[config.mk]
export PLATFORM = sky130hd
export DESIGN_NAME = ecu_frame_parser_scaler_flat
export DESIGN_NICKNAME = d
export VERILOG_FILES = /design/src/sv/efps_pkg.sv /design/src/sv/efps_if.sv /design/src/sv/efps_front.sv /design/src/sv/efps_fifo.sv /design/src/sv/efps_back.sv /design/src/sv/ecu_frame_parser_scaler.sv /design/src/flat_wrapper.sv
export SDC_FILE = /design/constraint.sdc
export NUM_CORES = 1
export LEC_CHECK = 0
export ABC_AREA = 1
export BUFFER_PORTS_ARGS = -buffer_cell sky130_fd_sc_hd__buf_2
export CORE_UTILIZATION = 45
export CTS_BUF_LIST = sky130_fd_sc_hd__clkbuf_8
export DETAILED_ROUTE_END_ITERATION = 8
export GPL_ROUTABILITY_DRIVEN = 0
export HOLD_SLACK_MARGIN = 0.06
export SLEW_MARGIN = 25
export SYNTH_ARGS = -nofsm -noshare
export SYNTH_HDL_FRONTEND = slang
export SYNTH_SLANG_ARGS = --single-unit
[constraint.sdc]
create_clock -name clk -period 6.6 [get_ports clk]
set_input_delay 1.32 -clock clk [delete_from_list [all_inputs] [get_ports clk]]
set_output_delay 1.32 -clock clk [all_outputs]
set_load 0.005 [all_outputs]
[src/sv/efps_pkg.sv]
// Shared types, constants and lookup functions of the ECU frame parser and scaler.
package efps_pkg;

  localparam int NUM_CH         = 10;
  localparam int CH_W           = 4;
  localparam int FACTOR_BITS    = 24;
  localparam int FACTOR_W       = FACTOR_BITS + 1;
  localparam int HDR_LEN        = 5;
  localparam int FIRST_DATA_POS = 6;
  localparam int LAST_DATA_POS  = FIRST_DATA_POS + 2 * NUM_CH - 1;
  localparam int POS_W          = 5;
  localparam int RAW_W          = 16;
  localparam int SCALED_W       = 33;
  localparam int PROD_W         = RAW_W + FACTOR_W;
  localparam int QUEUE_DEPTH    = 4;
  localparam int OFFSET_INT     = 40;

  localparam logic [CH_W-1:0] CH_RPM   = 4'd0;
  localparam logic [CH_W-1:0] CH_MAP   = 4'd1;
  localparam logic [CH_W-1:0] CH_TPS   = 4'd2;
  localparam logic [CH_W-1:0] CH_ECT   = 4'd3;
  localparam logic [CH_W-1:0] CH_IAT   = 4'd4;
  localparam logic [CH_W-1:0] CH_O2S   = 4'd5;
  localparam logic [CH_W-1:0] CH_SPARK = 4'd6;
  localparam logic [CH_W-1:0] CH_FPW1  = 4'd7;
  localparam logic [CH_W-1:0] CH_FPW2  = 4'd8;
  localparam logic [CH_W-1:0] CH_BATT  = 4'd9;

  // One completed channel, queued between parser and scaler
  typedef struct packed {
    logic [CH_W-1:0]  ch;
    logic [RAW_W-1:0] raw;
  } chan_req_t;

  // Queue status seen by the parser and the scaler
  typedef struct packed {
    logic full;
    logic nempty;
  } q_stat_t;

  function automatic logic [7:0] hdr_byte(input logic [2:0] idx);
    logic [7:0] b;
    unique case (idx)
      3'd0:    b = 8'h80;
      3'd1:    b = 8'h8F;
      3'd2:    b = 8'hEA;
      3'd3:    b = 8'h16;
      3'd4:    b = 8'h50;
      default: b = 8'h00;
    endcase
    return b;
  endfunction

  // Channel gains as unsigned Q.24, round(factor * 2^24)
  function automatic logic [FACTOR_W-1:0] factor_q24(input logic [CH_W-1:0] ch);
    logic [FACTOR_W-1:0] f;
    unique case (ch)
      CH_RPM:   f = 25'd4194304;
      CH_MAP:   f = 25'd65431;
      CH_TPS:   f = 25'd25166;
      CH_ECT:   f = 25'd16777216;
      CH_IAT:   f = 25'd16777216;
      CH_O2S:   f = 25'd80531;
      CH_SPARK: f = 25'd8388608;
      CH_FPW1:  f = 25'd16777;
      CH_FPW2:  f = 25'd16777;
      CH_BATT:  f = 25'd104858;
      default:  f = '0;
    endcase
    return f;
  endfunction

  // Temperatures carry a -40 offset
  function automatic logic has_offset(input logic [CH_W-1:0] ch);
    return (ch == CH_ECT) || (ch == CH_IAT);
  endfunction

endpackage

[src/sv/efps_if.sv]
// Valid/ready channel interfaces for received bytes and scaled channel results.
interface efps_in_if;
  logic       valid;
  logic       ready;
  logic [7:0] rx_byte;

  modport source (output valid, output rx_byte, input ready);
  modport sink   (input valid, input rx_byte, output ready);
endinterface

interface efps_out_if;
  logic               valid;
  logic               ready;
  logic [3:0]         channel;
  logic [15:0]        raw_value;
  logic signed [32:0] scaled_value;
  logic               last_channel;

  modport source (output valid, output channel, output raw_value, output scaled_value,
                  output last_channel, input ready);
  modport sink   (input valid, input channel, input raw_value, input scaled_value,
                  input last_channel, output ready);
endinterface

[src/sv/efps_front.sv]
// Frame tracker: header check, byte position and channel assembly.
module efps_front #(
  parameter int FRAME_BYTES = 27
) (
  input  logic                 clk,
  input  logic                 rst_n,
  input  logic                 in_valid,
  input  logic [7:0]           in_byte,
  output logic                 in_ready,
  input  efps_pkg::q_stat_t    q_stat,
  output logic                 push,
  output efps_pkg::chan_req_t  push_req
);

  localparam int PW = efps_pkg::POS_W;

  logic [PW-1:0] pos_r, pos_nxt;
  logic [7:0]    high_r, high_nxt;
  logic [PW-1:0] rel;
  logic          acc;

  assign in_ready = !q_stat.full;
  assign acc      = in_valid && in_ready;
  assign rel      = pos_r - PW'(efps_pkg::FIRST_DATA_POS);

  assign push_req.ch  = rel[efps_pkg::CH_W:1];
  assign push_req.raw = {high_r, in_byte};

  always_comb begin
    pos_nxt  = pos_r;
    high_nxt = high_r;
    push     = 1'b0;
    if (acc) begin
      if ((pos_r < PW'(efps_pkg::HDR_LEN)) &&
          (in_byte != efps_pkg::hdr_byte(pos_r[2:0]))) begin
        pos_nxt = '0;
      end else begin
        if ((pos_r >= PW'(efps_pkg::FIRST_DATA_POS)) &&
            (pos_r <= PW'(efps_pkg::LAST_DATA_POS))) begin
          if (!rel[0]) begin
            high_nxt = in_byte;
          end else begin
            push = 1'b1;
          end
        end
        pos_nxt = (pos_r == PW'(FRAME_BYTES - 1)) ? '0 : pos_r + 1'b1;
      end
    end
  end

  always_ff @(posedge clk) begin
    if (!rst_n) begin
      pos_r  <= '0;
      high_r <= '0;
    end else begin
      pos_r  <= pos_nxt;
      high_r <= high_nxt;
    end
  end

endmodule

[src/sv/efps_fifo.sv]
// Short request queue between frame tracker and scaler.
module efps_fifo (
  input  logic                 clk,
  input  logic                 rst_n,
  input  logic                 push,
  input  efps_pkg::chan_req_t  push_req,
  input  logic                 pop,
  output efps_pkg::chan_req_t  pop_req,
  output efps_pkg::q_stat_t    q_stat
);

  localparam int DEPTH = efps_pkg::QUEUE_DEPTH;
  localparam int AW    = $clog2(DEPTH);

  efps_pkg::chan_req_t mem_r [DEPTH];
  logic [AW-1:0] wr_ptr_r, wr_ptr_nxt;
  logic [AW-1:0] rd_ptr_r, rd_ptr_nxt;
  logic [AW:0]   cnt_r, cnt_nxt;

  assign q_stat.full   = (cnt_r == (AW+1)'(DEPTH));
  assign q_stat.nempty = (cnt_r != '0);
  assign pop_req       = mem_r[rd_ptr_r];

  always_comb begin
    wr_ptr_nxt = wr_ptr_r;
    rd_ptr_nxt = rd_ptr_r;
    cnt_nxt    = cnt_r;
    if (push) begin
      wr_ptr_nxt = (wr_ptr_r == AW'(DEPTH - 1)) ? '0 : wr_ptr_r + 1'b1;
    end
    if (pop) begin
      rd_ptr_nxt = (rd_ptr_r == AW'(DEPTH - 1)) ? '0 : rd_ptr_r + 1'b1;
    end
    if (push && !pop) begin
      cnt_nxt = cnt_r + 1'b1;
    end else if (pop && !push) begin
      cnt_nxt = cnt_r - 1'b1;
    end
  end

  always_ff @(posedge clk) begin
    if (!rst_n) begin
      wr_ptr_r <= '0;
      rd_ptr_r <= '0;
      cnt_r    <= '0;
    end else begin
      wr_ptr_r <= wr_ptr_nxt;
      rd_ptr_r <= rd_ptr_nxt;
      cnt_r    <= cnt_nxt;
    end
  end

  always_ff @(posedge clk) begin
    if (push) begin
      mem_r[wr_ptr_r] <= push_req;
    end
  end

endmodule

[src/sv/efps_back.sv]
// Scaler: gain multiply, truncation and offset, then the output register.
module efps_back #(
  parameter int FRAC_BITS = 16
) (
  input  logic                 clk,
  input  logic                 rst_n,
  input  efps_pkg::q_stat_t    q_stat,
  input  efps_pkg::chan_req_t  pop_req,
  output logic                 pop,
  output logic                 out_valid,
  input  logic                 out_ready,
  output logic [3:0]           out_channel,
  output logic [15:0]          out_raw_value,
  output logic signed [32:0]   out_scaled_value,
  output logic                 out_last_channel
);

  localparam int SHIFT = efps_pkg::FACTOR_BITS - FRAC_BITS;
  localparam int SW    = efps_pkg::SCALED_W;
  localparam int PRW   = efps_pkg::PROD_W;
  localparam logic [SW-1:0] OFFSET_Q = SW'(efps_pkg::OFFSET_INT) << FRAC_BITS;

  logic                        s1_v_r, s1_v_nxt;
  logic [efps_pkg::CH_W-1:0]   s1_ch_r;
  logic [efps_pkg::RAW_W-1:0]  s1_raw_r;
  logic [PRW-1:0]              s1_prod_r;
  logic                        out_v_r, out_v_nxt;
  logic [3:0]                  out_ch_r;
  logic [15:0]                 out_raw_r;
  logic [SW-1:0]               out_sc_r;
  logic                        out_last_r;

  logic           adv2, take1;
  logic [PRW-1:0] prod_c, shifted_c;
  logic [SW-1:0]  scaled_c;

  assign adv2  = !out_v_r || out_ready;
  assign take1 = !s1_v_r || adv2;
  assign pop   = q_stat.nempty && take1;

  assign prod_c    = PRW'(pop_req.raw) * PRW'(efps_pkg::factor_q24(pop_req.ch));
  assign shifted_c = s1_prod_r >> SHIFT;
  assign scaled_c  = shifted_c[SW-1:0] - (efps_pkg::has_offset(s1_ch_r) ? OFFSET_Q : '0);

  always_comb begin
    s1_v_nxt  = take1 ? q_stat.nempty : s1_v_r;
    out_v_nxt = adv2 ? s1_v_r : out_v_r;
  end

  always_ff @(posedge clk) begin
    if (!rst_n) begin
      s1_v_r  <= 1'b0;
      out_v_r <= 1'b0;
    end else begin
      s1_v_r  <= s1_v_nxt;
      out_v_r <= out_v_nxt;
    end
  end

  always_ff @(posedge clk) begin
    if (pop) begin
      s1_ch_r   <= pop_req.ch;
      s1_raw_r  <= pop_req.raw;
      s1_prod_r <= prod_c;
    end
    if (adv2 && s1_v_r) begin
      out_ch_r   <= s1_ch_r;
      out_raw_r  <= s1_raw_r;
      out_sc_r   <= scaled_c;
      out_last_r <= (s1_ch_r == efps_pkg::CH_BATT);
    end
  end

  assign out_valid        = out_v_r;
  assign out_channel      = out_ch_r;
  assign out_raw_value    = out_raw_r;
  assign out_scaled_value = signed'(out_sc_r);
  assign out_last_channel = out_last_r;

endmodule

[src/sv/ecu_frame_parser_scaler.sv]
// Top level of the ECU frame parser and channel scaler.
//
// Usage: in_ch carries one received serial byte per request. The block
// hunts for the five-byte header, then collects ten big-endian 16-bit
// channels. out_ch carries one request per completed channel: channel
// number, raw value, raw*gain+offset as signed fixed point with FRAC_BITS
// fractional bits, and a flag on the tenth channel of the frame.
// Throughput: one byte per cycle while the queue is not full; at most one
// result per two bytes.
// Path: a channel is written to the queue when its low byte is taken, then
// passes the gain multiply stage, offset and the output register to out_ch.
// Reset (rst_n low, synchronous): position back to header hunting, held
// high byte cleared, queue and scaler pipeline emptied.
// Receiver stall: the output register holds its request, the scaler
// pipeline stops, and the 4-entry queue absorbs completed channels; only
// when it is full does in_ch.ready drop.
module ecu_frame_parser_scaler #(
  parameter int FRAME_BYTES = 27,
  parameter int FRAC_BITS   = 16
) (
  input  logic               clk,
  input  logic               rst_n,
  efps_in_if.sink            in_ch,
  efps_out_if.source         out_ch
);

  efps_pkg::q_stat_t   q_stat;
  efps_pkg::chan_req_t push_req, pop_req;
  logic                push, pop;

  // Front: header check, byte position, channel assembly
  efps_front #(.FRAME_BYTES(FRAME_BYTES)) u_front (
    .clk      (clk),
    .rst_n    (rst_n),
    .in_valid (in_ch.valid),
    .in_byte  (in_ch.rx_byte),
    .in_ready (in_ch.ready),
    .q_stat   (q_stat),
    .push     (push),
    .push_req (push_req)
  );

  // Decouples the byte stream from receiver back-pressure
  efps_fifo u_fifo (
    .clk      (clk),
    .rst_n    (rst_n),
    .push     (push),
    .push_req (push_req),
    .pop      (pop),
    .pop_req  (pop_req),
    .q_stat   (q_stat)
  );

  // Back: gain multiply stage, then offset and output register
  efps_back #(.FRAC_BITS(FRAC_BITS)) u_back (
    .clk              (clk),
    .rst_n            (rst_n),
    .q_stat           (q_stat),
    .pop_req          (pop_req),
    .pop              (pop),
    .out_valid        (out_ch.valid),
    .out_ready        (out_ch.ready),
    .out_channel      (out_ch.channel),
    .out_raw_value    (out_ch.raw_value),
    .out_scaled_value (out_ch.scaled_value),
    .out_last_channel (out_ch.last_channel)
  );

endmodule

[src/flat_wrapper.sv]
// flat-port wrapper written by rule: the top's interface ports become plain ports
module ecu_frame_parser_scaler_flat 
#(
  parameter int FRAME_BYTES = 27,
  parameter int FRAC_BITS   = 16
)
  (clk, rst_n, in_ch_valid, in_ch_rx_byte, in_ch_ready, out_ch_valid, out_ch_channel, out_ch_raw_value, out_ch_scaled_value, out_ch_last_channel, out_ch_ready);
  efps_in_if in_ch_i ();
  efps_out_if out_ch_i ();
  input  logic clk;
  input  logic rst_n;
  input wire logic [$bits(in_ch_i.valid)-1:0] in_ch_valid;
  input wire logic [$bits(in_ch_i.rx_byte)-1:0] in_ch_rx_byte;
  output wire logic [$bits(in_ch_i.ready)-1:0] in_ch_ready;
  output wire logic [$bits(out_ch_i.valid)-1:0] out_ch_valid;
  output wire logic [$bits(out_ch_i.channel)-1:0] out_ch_channel;
  output wire logic [$bits(out_ch_i.raw_value)-1:0] out_ch_raw_value;
  output wire logic [$bits(out_ch_i.scaled_value)-1:0] out_ch_scaled_value;
  output wire logic [$bits(out_ch_i.last_channel)-1:0] out_ch_last_channel;
  input wire logic [$bits(out_ch_i.ready)-1:0] out_ch_ready;
  assign in_ch_i.valid = in_ch_valid;
  assign in_ch_i.rx_byte = in_ch_rx_byte;
  assign in_ch_ready = in_ch_i.ready;
  assign out_ch_valid = out_ch_i.valid;
  assign out_ch_channel = out_ch_i.channel;
  assign out_ch_raw_value = out_ch_i.raw_value;
  assign out_ch_scaled_value = out_ch_i.scaled_value;
  assign out_ch_last_channel = out_ch_i.last_channel;
  assign out_ch_i.ready = out_ch_ready;
  ecu_frame_parser_scaler #(.FRAME_BYTES(FRAME_BYTES), .FRAC_BITS(FRAC_BITS)) u_core (.clk(clk), .rst_n(rst_n), .in_ch(in_ch_i), .out_ch(out_ch_i));
endmodule
==> impl.org, run 1 <==
** Finish
- Final cell count without fillers :: around 2,800
- Relative to the synthesized area, the layout overhead comes to 23.2%.
- Number of nets in the finished design :: roughly 2,700
- Diodes inserted :: 0
- For this run, the share of the core covered by cells in the final layout is 0.568.
- After routing the design area is 0.0235 sq mm.
- Layout filler cell count :: roughly 3,600
- In the final layout, the share of cells above drive strength 1 is 0.269.

** CTS
- At the later pin of the worst-skew pair, clock insertion delay measures slightly below 600 ps.
- The H-tree was split into 2 levels.
- In this run, CTS created clock tree buffers numbering 39.
- Number of buffers on the longest clock path :: 3
- Clock transition at the registers of the reported paths :: about 60 ps
- Cell chosen for the clock root :: sky130_fd_sc_hd__clkbuf_8
- TritonCTS built the clock tree.
- TritonCTS Sinks :: 211

** Routing
- In the final routed layout, each cell accounts on average for about 17 microns.
- In the routed design, unresolved DRC markers number 0.
- In this run the remaining antenna-violating nets after routing total 0.
- Aggregate routed wire length :: between 40 and 50 mm
- DR vias :: 14,183
- Via density per instance :: 4.99
- Detailed Route Iter0 Violations :: ~700
- Number of detailed-routing iterations run before antenna repair :: 5

** Timing
- At the pin with the least slew margin, the transition time is roughly 790 ps.
- Achievable frequency :: roughly 150 MHz
- Count of final hold-check violations :: 0
- Dividing the final minimum period by the clock period gives 1.01.
- After layout, the worst setup slack is -85.2 ps.
- Between clock sinks in the finished design, the worst skew comes to 31.2 ps.
- The worst pin sits at a relative slew slack of 0.474.
- Unrepaired setup endpoints after global routing :: yes
- Final setup violation count :: 5
- Final Max Tran Viols :: 0
- The worst path in the final design needs a cycle of ~6700 ps, including I/O delays and setup.

** Worst setup path
- Required time reported for the critical path endpoint :: ~6900 ps
- The number of cells on the worst reg-to-reg path is 32.
- The critical path in this run is classified as reg2reg.
- The worst register-to-register path ends at u_core.u_back.s1_prod_r[32].
- Biggest fanout along the worst timing path :: 5
- Slowest CP cell :: sky130_fd_sc_hd__fa_2
- Category of the worst setup path launch point :: flop
- Reg2reg setup slack :: -90 ps
- Data arrival time of the critical path :: around 7000 ps
- Nature of the critical path endpoint :: flop
- In this design, the stage delay of the slowest critical-path cell is a little under 600 ps.

** Hold path
- The startpoint identified for the worst hold timing path is u_core.u_back.s1_raw_r[2].
- Counting instances, the worst hold path has a depth of 0.
- The path with the worst hold slack has its endpoint at u_core.u_back.out_raw_value[2].
- Path class of the lowest-slack min-delay path :: reg2reg

** Yosys
- For this run, the register share of the synthesized area comes to 0.320.
- Yosys warning count :: 0
- Synth top area share :: 0.295
- Each instance of the synthesized netlist takes up on average a little under 10 sq um.
- In the synthesized netlist the async set-or-reset flop fraction comes to 0.
- Post-Syn Nets :: approximately 2,400
- The cell count after synthesis came out at 1,953.
- Library cell with the largest summed area after synthesis :: sky130_fd_sc_hd__edfxtp_1
- Counting flops and latches in the post-synthesis netlist gives ~210.
- After synthesis the cells add up to 0.0190 sq mm.
- Ranked by total cell area, the synthesized netlist is headed by sky130_fd_sc_hd__edfxtp_1, sky130_fd_sc_hd__fa_1, sky130_fd_sc_hd__ha_1.
- The number of different library cells used by synthesis comes to just under 50.
- Most used flip-flop cell after synthesis :: sky130_fd_sc_hd__edfxtp_1
- In this run, synthesis inferred between 150 and 200 flip-flops with an integrated enable.

** Die
- Row count :: 74
- In this run the standard cell core region covers between 0.04 and 0.05 sq mm.
- Die area :: 0.0431 sq mm
- The die is around 210 microns wide.
- For this design the top-level I/O count stands at between 60 and 70.
- Starting density of the core :: 0.461
- Chip height :: ~210 microns

** GRT
- First-pass GRT wire length :: around 77 mm
- Antenna violations before repair :: 0
- Entering global routing, the biggest net connects 57 pins.
- Leftover overflow at the end of global routing :: 0
- Met3 GRT Util :: 0.0342
- For met2 alone, demand over resource in global routing was 0.391.
- After global routing, the most crowded layer is met2.
- Total global-route track usage :: 0.228
- Met1 demand-to-capacity share in global routing :: 0.287
- The via count of the first global-routing pass came to 14,671.

** Place
- Detailed placement ended at an HPWL of 38.8 mm.
- Count of input and output buffers :: 67
- The placed instances occupy a cell area of around 0.022 sq mm.
- Once placement completed, the tool counted placed cells totaling between 2,000 and 3,000.

** Outcome
- The flow ran to the end, but the final reports show violations.
- The final reports fail on setup timing.

** Flow run
- MaxCap Viol Count :: 0
[worst max-delay path, delay by kind of cell, from the launching register on]
family	cells	cell delay [ps]
fa+ha+maj	8	3690
simple gates	13	1220
buf+inv	9	770
flops	1	370
compound gates	1	280
xor+xnor	1	50
[final cells by class]
cell class / count / area (sq um) / area share
multi-input combinational: 1277 / 11900 / 0.509
sequential: 211 / 6100 / 0.260
timing repair buffer: 327 / 2370 / 0.101
inverter: 429 / 1630 / 0.0695
tap: 532 / 666 / 0.0284
clock buffer: 43 / 592 / 0.0252
clock inverter: 26 / 164 / 0.00699
[cell usage after synthesis (3+ instances only)]
library cell	number
sky130_fd_sc_hd__a211oi_1	4
sky130_fd_sc_hd__a21oi_1	90
sky130_fd_sc_hd__a31oi_1	10
sky130_fd_sc_hd__a32oi_1	7
sky130_fd_sc_hd__a32oi_2	8
sky130_fd_sc_hd__buf_2	7
sky130_fd_sc_hd__buf_4	7
sky130_fd_sc_hd__buf_6	3
sky130_fd_sc_hd__clkbuf_1	18
sky130_fd_sc_hd__clkinv_1	6
sky130_fd_sc_hd__dfxtp_1	24
sky130_fd_sc_hd__edfxtp_1	187
sky130_fd_sc_hd__fa_1	225
sky130_fd_sc_hd__ha_1	188
sky130_fd_sc_hd__inv_1	418
sky130_fd_sc_hd__inv_2	5
sky130_fd_sc_hd__nand2_1	263
sky130_fd_sc_hd__nand2_2	25
sky130_fd_sc_hd__nand2_4	6
sky130_fd_sc_hd__nand3_1	34
sky130_fd_sc_hd__nand3_2	8
sky130_fd_sc_hd__nand4_1	5
sky130_fd_sc_hd__nor2_1	240
sky130_fd_sc_hd__nor3_1	16
sky130_fd_sc_hd__o21a_1	7
sky130_fd_sc_hd__o21ai_0	46
sky130_fd_sc_hd__o21ai_1	7
sky130_fd_sc_hd__o21ai_2	3
sky130_fd_sc_hd__or2_2	11
sky130_fd_sc_hd__xnor2_1	19
sky130_fd_sc_hd__xor2_1	31
[timing repair]
action | in CTS | in global routing
setup endpoints to repair | 21 | 28
cloned | 0 | 1
hold buffers | 0 | 0
gates resized for setup | 45 | 182
pin swaps | 11 | 67
setup buffers | 2 | 18
[sequential cells by signal, indices dropped and copies added (netlist names), named ones only]
signal	cells
u_core.u_back.out_valid	1
u_core.u_back.out_last_channel	1
u_core.u_back.s1_raw_r	16
u_core.u_fifo.mem_r	80
u_core.u_front.pos_r	5
u_core.u_back.out_raw_value	16
u_core.u_front.high_r	8
u_core.u_fifo.wr_ptr_r	2
u_core.u_back.out_scaled_value	33
u_core.u_back.s1_v_r	1
u_core.u_fifo.cnt_r	3
u_core.u_back.s1_prod_r	33
u_core.u_fifo.rd_ptr_r	2
u_core.u_back.s1_ch_r	4
u_core.u_back.out_channel	4
[routing by layer]
metal  part of all wire  vias to the layer above
met5                  0                        -
met4              0.043                        0
met3              0.051                      119
met2               0.48                      406
met1               0.42                     6836
li1                   -                     6822
[placed cells by master (no fill, tap or decap), types with 4 or more instances in the layout]
master,instances
sky130_fd_sc_hd__inv_1,413
sky130_fd_sc_hd__buf_4,245
sky130_fd_sc_hd__nand2_1,233
sky130_fd_sc_hd__fa_1,214
sky130_fd_sc_hd__nor2_1,203
sky130_fd_sc_hd__edfxtp_1,187
sky130_fd_sc_hd__ha_1,173
sky130_fd_sc_hd__buf_2,67
sky130_fd_sc_hd__a21oi_1,66
sky130_fd_sc_hd__nand2_2,47
sky130_fd_sc_hd__clkbuf_8,43
sky130_fd_sc_hd__o21ai_0,33
sky130_fd_sc_hd__nand3_1,30
sky130_fd_sc_hd__xor2_1,30
sky130_fd_sc_hd__nor2_2,26
sky130_fd_sc_hd__a21oi_2,23
sky130_fd_sc_hd__dfxtp_1,23
sky130_fd_sc_hd__inv_2,21
sky130_fd_sc_hd__xnor2_1,19
sky130_fd_sc_hd__nand2_4,13
sky130_fd_sc_hd__nor2_4,13
sky130_fd_sc_hd__ha_4,13
sky130_fd_sc_hd__nor3_1,12
sky130_fd_sc_hd__nand3_2,12
sky130_fd_sc_hd__o21ai_2,11
sky130_fd_sc_hd__or2_2,11
sky130_fd_sc_hd__o21ai_1,11
sky130_fd_sc_hd__fa_2,11
sky130_fd_sc_hd__buf_6,11
sky130_fd_sc_hd__a32oi_2,9
sky130_fd_sc_hd__clkinv_1,8
sky130_fd_sc_hd__o21a_1,7
sky130_fd_sc_hd__a32oi_1,6
sky130_fd_sc_hd__nand4_1,5
sky130_fd_sc_hd__inv_4,4
sky130_fd_sc_hd__a31oi_1,4
sky130_fd_sc_hd__a31oi_4,4
[worst max path at each step]
stage                     from                           to  slack [ps]
after floorplan           flop  u_core.u_back.s1_prod_r[32]          -9
after global placement    flop  u_core.u_back.s1_prod_r[32]         -70
after detailed placement  flop  u_core.u_back.s1_prod_r[32]        -260
after CTS                 flop  u_core.u_back.s1_prod_r[32]         -20
after global routing      flop  u_core.u_back.s1_prod_r[34]        -260
final                     flop  u_core.u_back.s1_prod_r[32]         -90
[per-stage QoR]
stage	worst slack, ps	TNS, ps	hold slack, ps
3_3_place_gp	-65.1	-331	400
3_5_place_dp	-255	-2790	405
4_1_cts	-18.9	-46.5	394
6_report	-85.2	-203	410
5_1_grt	-260	-4070	407
2_1_floorplan	-8.79	-8.79	400
[cells by family after synthesis]
| kind of cell | after synthesis | synth area share |
|---|---|---|
| flip-flops | 211 | 0.320 |
| XOR/XNOR | 51 | 0.0239 |
| AO/OA/AOI/OAI | 198 | 0.0645 |
| AND/OR/NAND/NOR | 615 | 0.137 |
| buffers and inverters | 465 | 0.0947 |
| adder cells (fa/ha/maj) | 413 | 0.360 |
Power of run 1 is not shown: default switching activity piles up to over one toggle a cycle in this logic, so the estimate is an artifact.
==> run 2: changes to the inputs <==
Settings changed: PLACE_DENSITY set to 0.61.
==> run 2 against run 1 <==
Net effect: the flow still finishes with violations (setup timing); clock-buffer cell count shrank 4; fmax grew 1.1%; first-iteration DRC count shrank 2.9%; sequential share of layout area shrank 0.51 points; setup slack gained 71 ps; design area grew 2.0%; global-route usage grew 0.53 points; hold slack lost 25 ps; wire length grew 4.8%; flip-flop and latch count is the same; clock skew grew 12 ps; utilization grew 1.2 points.
==> impl.org, run 2 (same netlist as run 1, synthesis figures left out) <==
** Outcome
- Outcome :: finished with violations
- The checks that failed: setup timing.

** Hold path
- The path with the worst hold slack has its endpoint at u_core.u_back.out_scaled_value[11].
- The path class of the tightest hold or removal check is reg2reg.
- Source of the worst hold timing path :: u_core.u_back.s1_prod_r[19]
- The worst hold path passes through 0 cells.

** Finish
- Utilization after layout :: 0.580
- The library cells used most frequently in the layout, excluding fill and tap cells, are sky130_fd_sc_hd__inv_1, sky130_fd_sc_hd__buf_4, sky130_fd_sc_hd__nand2_1, sky130_fd_sc_hd__fa_1, sky130_fd_sc_hd__nor2_1.
- Final cell count without fillers :: 2,851
- Leaving out fill and tap cells, the most frequent cell in the layout is sky130_fd_sc_hd__inv_1.
- Fraction of layout instances using a drive strength above 1 :: 0.297
- The register with the most flip-flops in the layout has 80 of them.
- Diodes inserted :: 0
- Summing all non-filler instances in the final layout gives an area of roughly 0.024 sq mm.
- The filler cells instantiated in the layout total 3,518.
- The register with the most flip-flops in the final layout is u_core.u_fifo.mem_r.
- Relative to the synthesized area, the layout overhead comes to 25.7%.
- Number of nets in the finished design :: around 2,700

** Place
- The placed instances occupy a cell area of roughly 0.022 sq mm.
- Count of input and output buffers :: 67
- After legalization and detailed placement, the total HPWL measured 39.4 mm.
- Worst-case setup slack after placement :: -368 ps
- Number of placed cells counting well taps :: ~2,800

** Routing
- The detailed router used layers up to and including met4.
- After detailed routing, the average wire length per cell comes to 17.8 microns.
- Detailed Route Iter0 Violations :: roughly 700
- For this block, the via count after detailed routing is roughly 14,000.
- Summed over all layers, the routed wires come to 50.7 mm.
- Detailed route wirelength on metal2 :: ~25 mm
- In the routed design, unresolved DRC markers number 0.
- Via density per instance :: roughly 5
- Detail Route met3 WL :: 2.92 mm
- Number of detailed-routing iterations run before antenna repair :: 5
- Routed met1 length :: about 21 mm
- Antenna-violating nets left :: 0

** GRT
- Antenna violations before repair :: 0
- Largest net degree at the start of global routing :: 57
- First-pass GRT wire length :: slightly below 80 mm
- For this run the aggregate overflow at the end of global routing stands at 0.
- The via count of the first global-routing pass was approximately 15,000.
- Total global-route track usage :: 0.233

** Worst setup path
- Endpoint of the most critical register-to-register path :: u_core.u_back.s1_prod_r[32]
- Slowest Stage Delay on Critical Path :: 600 ps
- Together, buffers and inverters on the worst path number 9.
- Start-to-end type of the worst setup path :: reg2reg
- Required time reported for the critical path endpoint :: about 7000 ps
- The worst setup path is captured at a flop.
- The slowest stage of the critical path belongs to the cell sky130_fd_sc_hd__fa_1.
- Along the worst path, the maximum fanout reaches 8.
- Data arrival time of the critical path :: about 6900 ps
- Reg2reg setup slack :: -10 ps
- STA classifies the critical path startpoint as a flop.
- R2r worst-path depth :: 31
- Cell class contributing the biggest share of worst-path delay :: adder cells
- Most frequent cell on the critical path :: sky130_fd_sc_hd__fa_1

** Timing
- In the post-route analysis, the smallest setup slack over all paths is -14.6 ps.
- The hold violation count in the final report is 0.
- The worst path in the final design needs a cycle of 6610 ps, including I/O delays and setup.
- Worst setup skew after layout :: between 40 and 50 ps
- Setup violations remaining at the end of the flow were counted as 3.
- Unrepaired setup endpoints after global routing :: yes
- The final count of pins violating max slew was 0.
- Dividing the final minimum period by the clock period gives 1.00.
- Achievable frequency :: ~150 MHz
- Worst max-slew margin expressed relative to the limit :: 0.470
- At the pin with the least slew margin, the transition time is between 700 and 800 ps.

** CTS
- Clock tree synthesis inserted a total of 36 buffers.
- TritonCTS built the clock tree.
- The clock drives around 210 sinks.
- No sink is reached through more buffers than the 3 on the longest clock path.
- Cell chosen for the clock root :: sky130_fd_sc_hd__clkbuf_8
- Clock latency reported for the late side of the worst-skew pair :: between 600 and 700 ps
- After clock tree synthesis, the clock-pin slew on the worst setup and hold paths is around 60 ps.
- Number of levels in the clock H-tree :: 2

** Die
- Row count :: between 70 and 80
- Die Width :: about 210 microns
- Starting density of the core :: 0.461
- Core area :: 0.0413 sq mm
- Chip height :: around 210 microns
- For this design the top-level I/O count stands at around 70.
- The floorplan step defined a die boundary enclosing about 0.043 sq mm.

** Flow run
- The tool flagged a number of max-cap violations equal to 0.
## run 2: cell types whose count changed in the layout (fill, tap and decap cells not counted), moves of 8 or more
cell | before | now
sky130_fd_sc_hd__inv_1 | 413 | 400
sky130_fd_sc_hd__a21oi_1 | 66 | 56
sky130_fd_sc_hd__buf_6 | 11 | 21
sky130_fd_sc_hd__nor2_4 | 13 | 24
sky130_fd_sc_hd__inv_2 | 21 | 38
sky130_fd_sc_hd__nor2_1 | 203 | 195
## run 2: timing repair
item | in CTS | in global routing
hold endpoints to repair | 0 | 0
hold buffers | 0 | 0
endpoints found under the setup margin | 26 | 28
gates cloned | 1 | 1
buffers inserted | 4 | 26
pin swaps | 32 | 79
gates resized for setup | 73 | 264
## run 2: worst max path at each step
stage,end,slack [ps],depth (start not counted)
floorplan,u_core.u_back.s1_prod_r[32],-9,33
global placement,u_core.u_back.s1_prod_r[38],-270,29
detailed placement,u_core.u_back.s1_prod_r[38],-370,29
CTS,u_core.u_back.s1_prod_r[32],4,31
global route,u_core.u_back.s1_prod_r[36],-230,28
finish,u_core.u_back.s1_prod_r[32],-10,31
## run 2: stage by stage
stage / TNS (ps) / hold WS [ps]
2_1_floorplan: -8.79 / 400
3_3_place_gp: -2340 / 401
3_5_place_dp: -4640 / 405
4_1_cts: 0 / 378
5_1_grt: -3220 / 384
6_report: -23.7 / 385
## run 2: per-layer routing
metal,vias to the layer above,GRT usage
met4,0,0.115
met5,-,0
met1,6887,0.286
met3,159,0.0389
li1,6823,-
met2,455,0.398
## run 2: cell type report
cell class                 count  area [sq um]  share of cell area
timing repair buffer         336          2520               0.105
multi-input combinational   1277         12300               0.514
clock inverter                27           173             0.00721
inverter                     429          1640              0.0685
clock buffer                  39           537              0.0224
sequential                   211          6100               0.255
tap                          532           666              0.0278
## run 2: worst register-to-register path, delay by kind of cell (launching register included)
family | cells | cell delay, ps
flip-flops | 1 | 380
AO/OA/AOI/OAI | 6 | 1020
XOR/XNOR | 1 | 130
AND/OR/NAND/NOR | 7 | 550
buffers and inverters | 9 | 710
adder cells (fa/ha/maj) | 8 | 3540
Power of run 2 is left out for the same reason.
